`src/hw/rtl/bpr_pkg.sv`:
```
`timescale 1ns / 1ps
`default_nettype none

package bpr_pkg;

    localparam int COORD_BITS     = 10;
    localparam int SRC_CFG_BITS   = 8;
    localparam int DST_CFG_BITS   = 11;
    localparam int CFG_DATA_BITS  = 11;
    localparam int CFG_INDEX_BITS = 2;
    localparam int FRAC_BITS      = 16;

    localparam logic [SRC_CFG_BITS-1:0] SRC_SIZE_RESET = 8'd128;
    localparam logic [DST_CFG_BITS-1:0] DST_SIZE_RESET = 11'd1024;

    localparam logic FUNC_STORE   = 1'b0;
    localparam logic FUNC_REQUEST = 1'b1;

    localparam logic [CFG_INDEX_BITS-1:0] CFG_SOURCE_WIDTH  = 2'd0;
    localparam logic [CFG_INDEX_BITS-1:0] CFG_SOURCE_HEIGHT = 2'd1;
    localparam logic [CFG_INDEX_BITS-1:0] CFG_DEST_WIDTH    = 2'd2;
    localparam logic [CFG_INDEX_BITS-1:0] CFG_DEST_HEIGHT   = 2'd3;

    typedef enum logic [3:0] {
        ST_IDLE,
        ST_CHECK,
        ST_DIV_GO,
        ST_DIV_WAIT,
        ST_ADDR,
        ST_RD0,
        ST_RD1,
        ST_RD2,
        ST_RD3,
        ST_MX3,
        ST_MY0,
        ST_MY1,
        ST_SUM,
        ST_FIN
    } bpr_state_t;

    typedef enum logic [1:0] {
        ACC_HOLD,
        ACC_LOAD,
        ACC_ADD
    } acc_op_t;

    typedef enum logic [1:0] {
        RD_00,
        RD_10,
        RD_01,
        RD_11
    } rd_sel_t;

    typedef enum logic [1:0] {
        MUL_RD_WX0,
        MUL_RD_WX1,
        MUL_TOP_WY0,
        MUL_BOT_WY1
    } mul_sel_t;

    typedef struct packed {
        logic     accept;
        logic     check;
        logic     div_start;
        logic     addr_load;
        rd_sel_t  rd_sel;
        mul_sel_t mul_sel;
        acc_op_t  top_op;
        acc_op_t  bot_op;
        acc_op_t  sum_op;
        logic     out_load;
    } bpr_cmd_t;

    typedef struct packed {
        logic req_ok;
        logic div_busy;
    } bpr_status_t;

endpackage

`default_nettype wire

```
`src/hw/rtl/bpr_ctrl.sv`:
```
`timescale 1ns / 1ps
`default_nettype none

module bpr_ctrl
    import bpr_pkg::*;
(
    input  wire              clk,
    input  wire              rst_n,
    input  wire              req_valid,
    input  wire              func,
    output logic             req_stall,
    output logic             rsp_valid,
    input  wire              rsp_stall,
    input  wire bpr_status_t status,
    output bpr_cmd_t         cmd
);

    bpr_state_t state_reg, state_next;
    logic       out_valid_reg, out_valid_next;
    logic       out_free;

    assign out_free = !out_valid_reg || !rsp_stall;

    always_comb
    begin
        state_next = state_reg;
        case (state_reg)
            ST_IDLE:
            begin
                if (req_valid && (func == FUNC_REQUEST))
                begin
                    state_next = ST_CHECK;
                end
            end
            ST_CHECK:    state_next = status.req_ok ? ST_DIV_GO : ST_FIN;
            ST_DIV_GO:   state_next = ST_DIV_WAIT;
            ST_DIV_WAIT: state_next = status.div_busy ? ST_DIV_WAIT : ST_ADDR;
            ST_ADDR:     state_next = ST_RD0;
            ST_RD0:      state_next = ST_RD1;
            ST_RD1:      state_next = ST_RD2;
            ST_RD2:      state_next = ST_RD3;
            ST_RD3:      state_next = ST_MX3;
            ST_MX3:      state_next = ST_MY0;
            ST_MY0:      state_next = ST_MY1;
            ST_MY1:      state_next = ST_SUM;
            ST_SUM:      state_next = ST_FIN;
            ST_FIN:      state_next = out_free ? ST_IDLE : ST_FIN;
            default:     state_next = ST_IDLE;
        endcase
    end

    always_comb
    begin
        cmd         = '0;
        cmd.rd_sel  = RD_00;
        cmd.mul_sel = MUL_RD_WX0;
        cmd.top_op  = ACC_HOLD;
        cmd.bot_op  = ACC_HOLD;
        cmd.sum_op  = ACC_HOLD;
        case (state_reg)
            ST_IDLE:     cmd.accept    = req_valid;
            ST_CHECK:    cmd.check     = 1'b1;
            ST_DIV_GO:   cmd.div_start = 1'b1;
            ST_DIV_WAIT: ;
            ST_ADDR:     cmd.addr_load = 1'b1;
            ST_RD0:      cmd.rd_sel    = RD_00;
            ST_RD1:
            begin
                cmd.rd_sel  = RD_10;
                cmd.mul_sel = MUL_RD_WX0;
            end
            ST_RD2:
            begin
                cmd.rd_sel  = RD_01;
                cmd.mul_sel = MUL_RD_WX1;
                cmd.top_op  = ACC_LOAD;
            end
            ST_RD3:
            begin
                cmd.rd_sel  = RD_11;
                cmd.mul_sel = MUL_RD_WX0;
                cmd.top_op  = ACC_ADD;
            end
            ST_MX3:
            begin
                cmd.mul_sel = MUL_RD_WX1;
                cmd.bot_op  = ACC_LOAD;
            end
            ST_MY0:
            begin
                cmd.mul_sel = MUL_TOP_WY0;
                cmd.bot_op  = ACC_ADD;
            end
            ST_MY1:
            begin
                cmd.mul_sel = MUL_BOT_WY1;
                cmd.sum_op  = ACC_LOAD;
            end
            ST_SUM:      cmd.sum_op   = ACC_ADD;
            ST_FIN:      cmd.out_load = out_free;
            default:     ;
        endcase
    end

    always_comb
    begin
        out_valid_next = cmd.out_load ? 1'b1 : (out_valid_reg && rsp_stall);
    end

    always_ff @(posedge clk or negedge rst_n)
    begin
        if (!rst_n)
        begin
            state_reg     <= ST_IDLE;
            out_valid_reg <= 1'b0;
        end
        else
        begin
            state_reg     <= state_next;
            out_valid_reg <= out_valid_next;
        end
    end

    assign req_stall = state_reg != ST_IDLE;
    assign rsp_valid = out_valid_reg;

endmodule

`default_nettype wire

```
`config.mk`:
```
export PLATFORM = sky130hd
export DESIGN_NAME = bpr_ctrl
export DESIGN_NICKNAME = d
export VERILOG_FILES = /design/src/hw/rtl/bpr_pkg.sv /design/src/hw/rtl/bpr_ctrl.sv
export SDC_FILE = /design/constraint.sdc
export NUM_CORES = 1
export LEC_CHECK = 0
export BUFFER_PORTS_ARGS = -buffer_cell sky130_fd_sc_hd__buf_2
export CAP_MARGIN = 10
export CORE_AREA = 8 8 45 47
export CTS_CLUSTER_SIZE = 10
export DETAILED_ROUTE_END_ITERATION = 7
export DIE_AREA = 0 0 53 55
export PLACE_DENSITY = 0.7
export SYNTH_ARGS = -nofsm -noshare
export SYNTH_HDL_FRONTEND = slang
export SYNTH_SLANG_ARGS = --single-unit
```
`constraint.sdc`:
```
create_clock -name clk -period 3.8 [get_ports clk]
set_input_delay 0.76 -clock clk [delete_from_list [all_inputs] [get_ports clk]]
set_output_delay 0.76 -clock clk [all_outputs]
set_load 0.03 [all_outputs]
```
# Word-level counts from Yosys, hierarchy flattened
# Cells that the tools add are included.
word_totals:
  register_bits: 5
classes:
  mux: 16
  n_reduce_logical: 8
  n_eq_ne: 14
ops:
  columns: ["operator", "n"]
  rows:
  - ["4-bit one-hot mux with 14 select lines", 1]
  - ["4-bit equality test (second input constant)", 6]
  - ["4-bit by 3-bit equality test with 1-bit output (second input constant)", 4]
  - ["4-bit two-way mux", 3]
  - ["2-bit one-hot mux with 2 select lines", 3]
  - ["2-bit one-hot mux with 3 select lines", 2]
  - ["4-bit by 2-bit equality test with 1-bit output (second input constant)", 2]
  - ["1-bit two-way mux", 6]
  - ["4-bit by 1-bit equality test with 1-bit output (second input constant)", 1]
  - ["4-bit zero test", 1]
  - ["4-bit nonzero test", 1]
  - ["3-bit two-way mux", 1]
  - ["1-bit logical AND", 2]
  - ["1-bit zero test", 2]
  - ["2-bit inequality test (second input constant)", 1]
  - ["2-bit OR reduction", 1]
  - ["1-bit logical OR", 1]

# Logic depth before layout (Yosys ltp)
# Gate-level depths: netlist of the first run.
depth:
  word_depth: 4
  ltp_mapped: 4

# Least setup slack after synthesis of the first run
# Ideal clock, no wire load.
synth_path:
  path_type: "register to output"
  from: "register state_reg[2]"
  to: "output cmd[10] (netlist name)"
  path_buffers: 0
  slack_ns: 1.360
  arrival_time_ns: 1.680
  required_time_ns: 3.040
  stages_incl_launch_ff: 4
  cell_sequence: "dfrtp_1 -> nand2b_1 -> nor3_1 -> nand2b_1"
synth_rtl:
  columns: ["item", "line_no", "rtl"]
  rows:
  - ["start: declaration", "bpr_ctrl.sv:18", "bpr_state_t state_reg, state_next;"]
  - ["start signal: assignment", "bpr_ctrl.sv:119", "state_reg <= state_next;"]
  - ["end: declaration", "bpr_ctrl.sv:15", "output bpr_cmd_t cmd"]

==> results.cfg, run 1 <==
[setup_path]
reg2reg_from = state_reg[1]$_DFFE_PN0P_
r2r_end = state_reg[0]$_DFFE_PN0P_
crit_path_start_kind = flop
critical_path.startpoint = state_reg[0]$_DFFE_PN0P_
critPathRequiredTime_ns = 3.04
crit_path_max_fanout = 15
slowest_stage = dfrtp_1
crit_path_cell_trace = nor4_1 -> and2_1 -> buf_2
reg2reg_depth = 3
cp.arrival_ns = 1.64
reg2reg_slack_ns = 2.05
path_class = reg2out
cp-end-kind = output pin
critical-path-max-stage-delay_ns = 0.52
critPathCapture = cmd[14]

[power]
peakVddDrop_mv = 0.3547
cellPowerDensity_nw_per_um2 = 976.7
cellLeakagePower_nw = 0.3033

[synth]
ys_seq_area_share_pct = 31.35
avgSynthCellArea_um2 = 7.002
synth-warning-count = 0
ys.flop_type = dfrtp_1
synthAdderAreaFrac_pct = 0
yosysTopAreaCell = dfrtp_1
synth.mux.area_fraction_pct = 0
ys_types = 23
syn_nets = 64
synth.area.top_cells = dfrtp_1 (31%), nand2_1 (6.6%), nand2b_1 (6.3%)
async_reset_ff_share_pct = 100.0
synthCells = 57
syn_area_um2 = 399.1
synth_edf_count = 0
yosys-top-cells-count = nand2_1 (7), inv_1 (6), dfrtp_1 (5), nor2_1 (5)
synth.most_common_cell = nand2_1
synth_top_area_share_pct = 31.35
ys_ff_latch = 5
synth-simple-area-share_pct = 36.99
synth_top_family_by_area = simple AND/OR/NAND/NOR gates
synth-compound-area-share_pct = 22.26
synth_xor_area_share_pct = 0

[sta]
rsz0062_at_grt = false
period_minus_slack_ns = 2.395
slew_viol_final = 0
setup_tns_ns = 0
worst_pin_slew_ns = 0.4378
hold_viol_final = 0
relSlewSlack_pct = 70.55
max_freq_mhz = 417.5
setup_violations = 0
clock_skew_ns = 0.002607
post-route-period-util_pct = 63.03

[detailed_routing]
postRouteAntennaNets = 0
drt-total-wl_mm = 1.165
vias_per_cell = 5.010
drt_iter0_markers = 17
firstDrtPassIters = 4
drc = 0
met2_length_um = 542
dr_total_vias = 481
met3_length_um = 151
topRoutingLayerUsed = met3
wl_met1_um = 471
wire_per_inst_um = 12.14

[global_routing]
grt_max_degree = 16
track_usage_pct = 8.557
grt_pass1_vias = 452
grt_pass1_wl_mm = 1.890
grt.overflow.total = 0
antenna_found_initial = 0

[cells_and_area]
antenna_cells = 0
fin_cells = 96
final_area_um2 = 545.5
largest_reg_flops = 4
drive_gt1_share_pct = 32.50
layout.nets = 88
syn_to_final_growth_pct = 36.68
fin_util_pct = 39.42

[floorplan]
fp.dieH_um = 55
start_util_pct = 28.84
die_area_um2 = 2915
pin_count = 24
coreArea_um2 = 1384
die_w_um = 53
rows = 14

[place]
placed_cell_area_um2 = 519.2
place.gp.congestion = 0.8014
placed_cells = 92
hpwl_um = 886.6
port_buffers = 23

[clock_tree]
ctsHtreeMaxLevel = 1
cts.sinks = 5
clockRootBuffer = clkbuf_4
tritoncts = built
post_cts_buffers = 0
hold_buffers = 0
clock_latency_ns = 0.24
cts_buffers = 3
path_clk_slew_ns = 0.04
ctsResizeCount = 0
clk_path_buf_depth = 2

[min_path]
hold_class = in2async

[outcome]
status = complete, no violations

[flow_run]
cap_viol_max_count = 0
==> kinds of logic after synthesis <==
kind of cell | after synthesis
compound gates | 13
flops | 5
buf+inv | 10
simple gates | 29
==> worst min path at each step <==
stage                   startpoint             endpoint
2_1_floorplan                rst_n  rsp_valid$_DFF_PN0_
3_3_place_gp   rsp_valid$_DFF_PN0_  rsp_valid$_DFF_PN0_
3_5_place_dp   rsp_valid$_DFF_PN0_  rsp_valid$_DFF_PN0_
4_1_cts                      rst_n  rsp_valid$_DFF_PN0_
5_1_grt                      rst_n  rsp_valid$_DFF_PN0_
6_report                     rst_n  rsp_valid$_DFF_PN0_
==> worst max-delay path: cells and delay by family, from the launching register on <==
| family | cells | cell delay, ns |
|---|---|---|
| flops | 1 | 0.52 |
| buf+inv | 1 | 0.19 |
| simple gates | 2 | 0.68 |
==> per-stage QoR <==
stage | hold slack [ns] | total power, mW | worst slack [ns]
CTS | 0.3118 | 0.5380 | 1.395
detailed placement | 0.5201 | 0.4720 | 1.675
floorplan | 0.4644 | 0.3890 | 1.360
global placement | 0.5157 | 0.4698 | 1.708
finish | 0.3188 | 0.5328 | 1.405
global route | 0.3174 | 0.5843 | 1.307
==> where the power goes <==
group / internal (mW) / switching [mW] / total [mW]
sequential: 0.0776 / 0.0727 / 0.150
combinational: 0.108 / 0.213 / 0.321
clock: 0.0397 / 0.0213 / 0.0610
total: 0.226 / 0.307 / 0.533
==> area by class of cell <==
cell class | count | area (µm²)
fillers | 150 | 838.3
inverters | 6 | 22.52
flip-flops and latches | 5 | 125.1
multi-input cells | 42 | 236.5
clock buffers | 4 | 26.28
repair buffers | 23 | 115.1
well taps | 16 | 20.02
==> routing by layer <==
layer  up-vias  GRT usage, %
li1        243             -
met1       216         8.909
met2        22         14.26
met3         0         5.080
met4         0         2.586
met5         -             0
==> cells in the final DEF (no fill, tap or decap) <==
| master | count |
|---|---|
| a222oi_1 | 1 |
| a21boi_0 | 2 |
| nand2_1 | 7 |
| o32a_1 | 1 |
| nor2b_1 | 2 |
| buf_2 | 23 |
| and2_1 | 1 |
| nor4_1 | 1 |
| clkbuf_4 | 3 |
| nand3_1 | 3 |
| nand2b_1 | 4 |
| o21ai_0 | 1 |
| inv_1 | 6 |
| nor3b_1 | 1 |
| a31oi_1 | 1 |
| dfrtp_1 | 5 |
| o311ai_0 | 1 |
| o22ai_1 | 1 |
| nor2_1 | 5 |
| or4b_1 | 1 |
| clkbuf_1 | 1 |
| a21oi_1 | 4 |
| nor3_1 | 4 |
| o31ai_1 | 1 |
Power figures use the tool's default switching activity.
==> inputs of run 2 (changes only) <==
Settings changed: PLACE_DENSITY 0.7 to 0.72.
Clock period 3.8 ns to 2.2 ns, I/O delays scaled along.
==> run 2 against run 1 <==
Wire length rose by 2.5%. Final cell count rose by 1.0%. Design area rose by 1.8%. Hold slack improved by 0.14 ns. Total power rose by 74%. Clock skew fell by 0.0014 ns. Flip-flop and latch count did not move. First-iteration DRC count fell by 18%. Critical endpoint unchanged. Largest cell class unchanged. Largest power group unchanged.
==> results.cfg, run 2 (synthesized netlist as in run 1, its figures left out) <==
[setup_path]
crit_family = simple AND/OR/NAND/NOR gates
critPathRequiredTime_ns = 1.76
slowest_stage = nor4_1
reg2reg_slack_ns = 0.41
critical_path_buf_inv_count = 1
crit_path_start_kind = flop
path_class = reg2out
cp.arrival_ns = 1.66
crit_path_cell_trace = nor4_1 -> and2_1 -> buf_2
crit_path_max_fanout = 15
critical-path-max-stage-delay_ns = 0.52
cp-end-kind = output pin

[global_routing]
grt_max_degree = 16
grt_pass1_wl_mm = 1.863
use_met3_pct = 2.674
grt-busiest-layer = met2
met1_usage_pct = 9.217
grt.overflow.total = 0
track_usage_pct = 8.667
antenna_found_initial = 0
grt_pass1_vias = 467
grt_use_met2_pct = 13.48

[detailed_routing]
dr_total_vias = 503
wire_per_inst_um = 12.31
drc = 0
postRouteAntennaNets = 0
vias_per_cell = 5.186
drt-total-wl_mm = 1.194
firstDrtPassIters = 4
drt_iter0_markers = 14

[floorplan]
coreArea_um2 = 1384
start_util_pct = 28.84
rows = 14
die_w_um = 53
die_area_um2 = 2915
pin_count = 24
fp.dieH_um = 55

[sta]
hold_viol_final = 0
clock_skew_ns = 0.001250
worst_pin_slew_ns = 0.4743
post-route-period-util_pct = 95.31
slew_viol_final = 0
setup_slack_ns = 0.1031
period_minus_slack_ns = 2.097
setup_tns_ns = 0
rsz0062_at_grt = false
relSlewSlack_pct = 68.09
setup_violations = 0
max_freq_mhz = 476.9

[clock_tree]
ctsResizeCount = 0
hold_buffers = 1
clockRootBuffer = clkbuf_4
post_cts_buffers = 0
ctsHtreeMaxLevel = 1
clk_path_buf_depth = 2
tritoncts = built
cts_buffers = 3
cts.sinks = 5
clock_latency_ns = 0.24
path_clk_slew_ns = 0.04

[outcome]
status = complete, no violations

[place]
pre_cts_slack_ns = 0.3316
port_buffers = 23
placed_cell_area_um2 = 519.2
place.gp.congestion = 0.8100
hpwl_um = 939.6

[flow_run]
cap_viol_max_count = 0

[cells_and_area]
final_common_cell = buf_2
final_area_um2 = 555.5
largest_reg_flops = 4
syn_to_final_growth_pct = 39.18
final_cell_mix = buf_2 (23), nand2_1 (7), inv_1 (6)
drive_gt1_share_pct = 32.10
fin_util_pct = 40.14
antenna_cells = 0
fillers = 147
layout.nets = 89

[min_path]
hold_class = in2reg

[power]
cellPowerDensity_nw_per_um2 = 1664
peakVddDrop_mv = 0.4493
cellLeakagePower_nw = 0.3075
==> run 2: cell count changes in the layout (fill, tap and decap cells not counted) <==
cell           change
dlygate4sd3_1      +1
==> run 2: power by group <==
| group | total (mW) | switching [mW] | internal [mW] |
|---|---|---|---|
| clock | 0.106 | 0.0372 | 0.0685 |
| sequential | 0.258 | 0.124 | 0.134 |
| combinational | 0.561 | 0.372 | 0.189 |
==> run 2: worst register-to-register path, cell delays in order (launching register included) <==
cell,delay [ns]
dfrtp_1,0.51
or4b_1,0.61
o32a_1,0.24
a222oi_1,0.32
==> run 2: worst paths after layout <==
| kind | end | start | depth (start not counted) |
|---|---|---|---|
| worst max-delay path | cmd[14] | state_reg[0]$_DFFE_PN0P_ | 3 |
| worst min-delay path | rsp_valid$_DFF_PN0_ | rsp_stall | 3 |
| worst max register to register | state_reg[0]$_DFFE_PN0P_ | state_reg[1]$_DFFE_PN0P_ | 3 |
| worst min register to register | rsp_valid$_DFF_PN0_ | rsp_valid$_DFF_PN0_ | 2 |
| max in group asynchronous | state_reg[3]$_DFFE_PN0P_ | rst_n | 2 |
| min in group asynchronous | state_reg[0]$_DFFE_PN0P_ | rst_n | 2 |
==> run 2: per-layer routing <==
layer  share of wire, %  routed length, µm
met1                 40                476
met4                1.6                 19
met2                 52                619
met3                6.5                 78
met5                  0                  0
==> run 2: layout make-up <==
class,instances,area (µm²),share of cell area (%)
Tap cell,16,20.02,3.604
Sequential cell,5,125.1,22.52
Timing Repair Buffer,24,125.1,22.52
Clock buffer,4,26.28,4.730
Multi-Input combinational cell,42,236.5,42.57
Inverter,6,22.52,4.054
==> run 2: per-stage QoR <==
stage	hold WS [ns]	cells	total power, mW
after floorplan	0.1444	57	0.6719
after global placement	0.2563	92	0.8085
after detailed placement	0.2555	92	0.8250
after CTS	0.4512	97	0.9369
after global routing	0.4607	97	1.011
final	0.4563	97	0.9245
==> inputs of run 3 (changes only) <==
Settings changed: ABC_AREA set to 1, PLACE_DENSITY 0.72 to 0.74.
==> run 3 against run 2 <==
Hold slack lost 0.029 ns. Die area is the same. Fmax grew 14%. Non-clock buffer count is the same. Clock skew shrank 0.0010 ns. First-iteration DRC count is the same. Count of clock-buffer cells in the layout is the same. Critical path type unchanged. Critical endpoint is now cmd[7].
==> results.cfg, run 3 <==
[global_routing]
track_usage_pct = 9.868
antenna_found_initial = 0
grt_pass1_vias = 523
grt.overflow.total = 0
grt_pass1_wl_mm = 2.097
grt_max_degree = 8

[power]
peakVddDrop_mv = 0.6768
cellLeakagePower_nw = 0.4073
cellPowerDensity_nw_per_um2 = 1582
power.total_mw = 0.9323

[setup_path]
slowest_stage = dfrtp_1
cp.arrival_ns = 1.40
critical-path-max-stage-delay_ns = 0.42
crit_path_start_kind = flop
crit_path_max_fanout = 5
cp-end-kind = output pin
path_common_cell = inv_1
critPathRequiredTime_ns = 1.76
crit_path_cell_trace = inv_1 -> nand2_1 -> nor2_1 -> inv_1 -> o21ai_0 -> buf_2
path_class = reg2out

[detailed_routing]
firstDrtPassIters = 4
wire_per_inst_um = 10.33
drt-total-wl_mm = 1.198
dr_total_vias = 505
drc = 0
vias_per_cell = 4.353
postRouteAntennaNets = 0
drt_iter0_markers = 14

[cells_and_area]
drive_gt1_share_pct = 31.00
largest_reg_flops = 4
final_cell_mix = buf_2 (23), inv_1 (18), nand2_1 (17)
layout.nets = 108
antenna_cells = 0
final_common_cell = buf_2
syn_to_final_growth_pct = 41.02

[sta]
setup_violations = 0
slew_viol_final = 0
period_minus_slack_ns = 1.844
clock_skew_ns = 0.0002010
hold_viol_final = 0
setup_tns_ns = 0
relSlewSlack_pct = 86.78
max_freq_mhz = 542.2
worst_pin_slew_ns = 0.1984
rsz0062_at_grt = false
post-route-period-util_pct = 83.84

[synth]
syn_area_um2 = 417.9
yosys-top-cells-count = inv_1 (18), nand2_1 (17), nor2_1 (16)
synth_edf_count = 0
synth.most_common_cell = inv_1
avgSynthCellArea_um2 = 5.804
synth_top_area_share_pct = 29.94
ys_types = 13
synth.area.top_cells = dfrtp_1 (30%), inv_1 (16%), nand2_1 (15%)
async_reset_ff_share_pct = 100.0
yosysTopAreaCell = dfrtp_1
ys.flop_type = dfrtp_1
synthCells = 72
ys_seq_area_share_pct = 29.94
ys_ff_latch = 5
synth-warning-count = 0
syn_nets = 79

[clock_tree]
cts.sinks = 5
ctsResizeCount = 0
ctsHtreeMaxLevel = 1
post_cts_buffers = 0
path_clk_slew_ns = 0.04
clk_path_buf_depth = 2
tritoncts = built
clock_latency_ns = 0.24
hold_buffers = 0
cts_buffers = 3
clockRootBuffer = clkbuf_4

[place]
place.gp.congestion = 0.8921
hpwl_mm = 1.053
port_buffers = 23

[outcome]
status = complete, no violations

[min_path]
hold_class = in2reg

[floorplan]
die_w_um = 53
coreArea_um2 = 1384
rows = 14
start_util_pct = 30.20
pin_count = 24
fp.dieH_um = 55
die_area_um2 = 2915

[flow_run]
cap_viol_max_count = 0
[run 3: cell count changes after synthesis, moves of 3 or more]
cell | before | now
nor2_1 | 5 | 16
nand2b_1 | 4 | 0
nor3_1 | 4 | 1
inv_1 | 6 | 18
clkbuf_1 | 3 | 0
nand2_1 | 7 | 17
[run 3: power breakdown]
group          internal (mW)  switching, mW
clock                 0.0684         0.0353
combinational          0.180          0.459
sequential             0.136         0.0548
total                  0.384          0.549
[run 3: logic make-up (layout without fill, tap and decap cells)]
logic type,after synthesis,in the layout,share of synthesized area [%]
compound gates,6,6,8.083
buf+inv,19,47,17.06
flops,5,5,29.94
simple gates,42,42,44.91
[run 3: final cells by class]
class | count | area (µm²)
timing repair buffer | 24 | 125.1
fill | 154 | 794.5
clock buffer | 4 | 26.28
tap | 16 | 20.02
inverter | 19 | 71.32
sequential | 5 | 125.1
multi-input combinational | 48 | 221.5
[run 3: routing by layer]
layer | GRT usage, % | up-vias | wire, µm
met4 | 9.052 | 0 | 19
met1 | 9.969 | 213 | 484
met2 | 15.82 | 20 | 613
met5 | 0 | - | 0
li1 | - | 270 | -
met3 | 3.476 | 2 | 81
[run 3: metrics by stage]
step | cell area, µm² | setup WS (ns) | utilization, % | std cells | hold WS (ns)
finish | 589.3 | 0.3556 | 42.59 | 116 | 0.4272
global route | 589.3 | 0.1761 | 42.59 | 116 | 0.4423
CTS | 579.3 | 0.3304 | 41.86 | 115 | 0.003919
detailed placement | 553.0 | 0.5966 | 39.96 | 111 | 0.2626
global placement | 553.0 | 0.5998 | 39.96 | 111 | 0.2559
floorplan | 417.9 | 0.2215 | - | 72 | 0.1444
[run 3: worst max-delay path, delay by kind of cell (launching register included)]
family | cells | cell delay, ns
flops | 1 | 0.42
simple gates | 2 | 0.28
buf+inv | 3 | 0.39
compound gates | 1 | 0.07
[run 3: worst paths after layout]
path | start | end | slack (ns) | depth (start not counted)
max in group asynchronous | rst_n | state_reg[1]$_DFFE_PN0P_ | 1.52 | 2
min in group asynchronous | rst_n | rsp_valid$_DFF_PN0_ | 0.55 | 2
worst max-delay path | state_reg[3]$_DFFE_PN0P_ | cmd[7] | 0.36 | 6
worst min register to register | rsp_valid$_DFF_PN0_ | rsp_valid$_DFF_PN0_ | 0.50 | 2
worst max register to register | state_reg[1]$_DFFE_PN0P_ | state_reg[2]$_DFFE_PN0P_ | 1.10 | 6
worst min-delay path | rsp_stall | rsp_valid$_DFF_PN0_ | 0.43 | 3
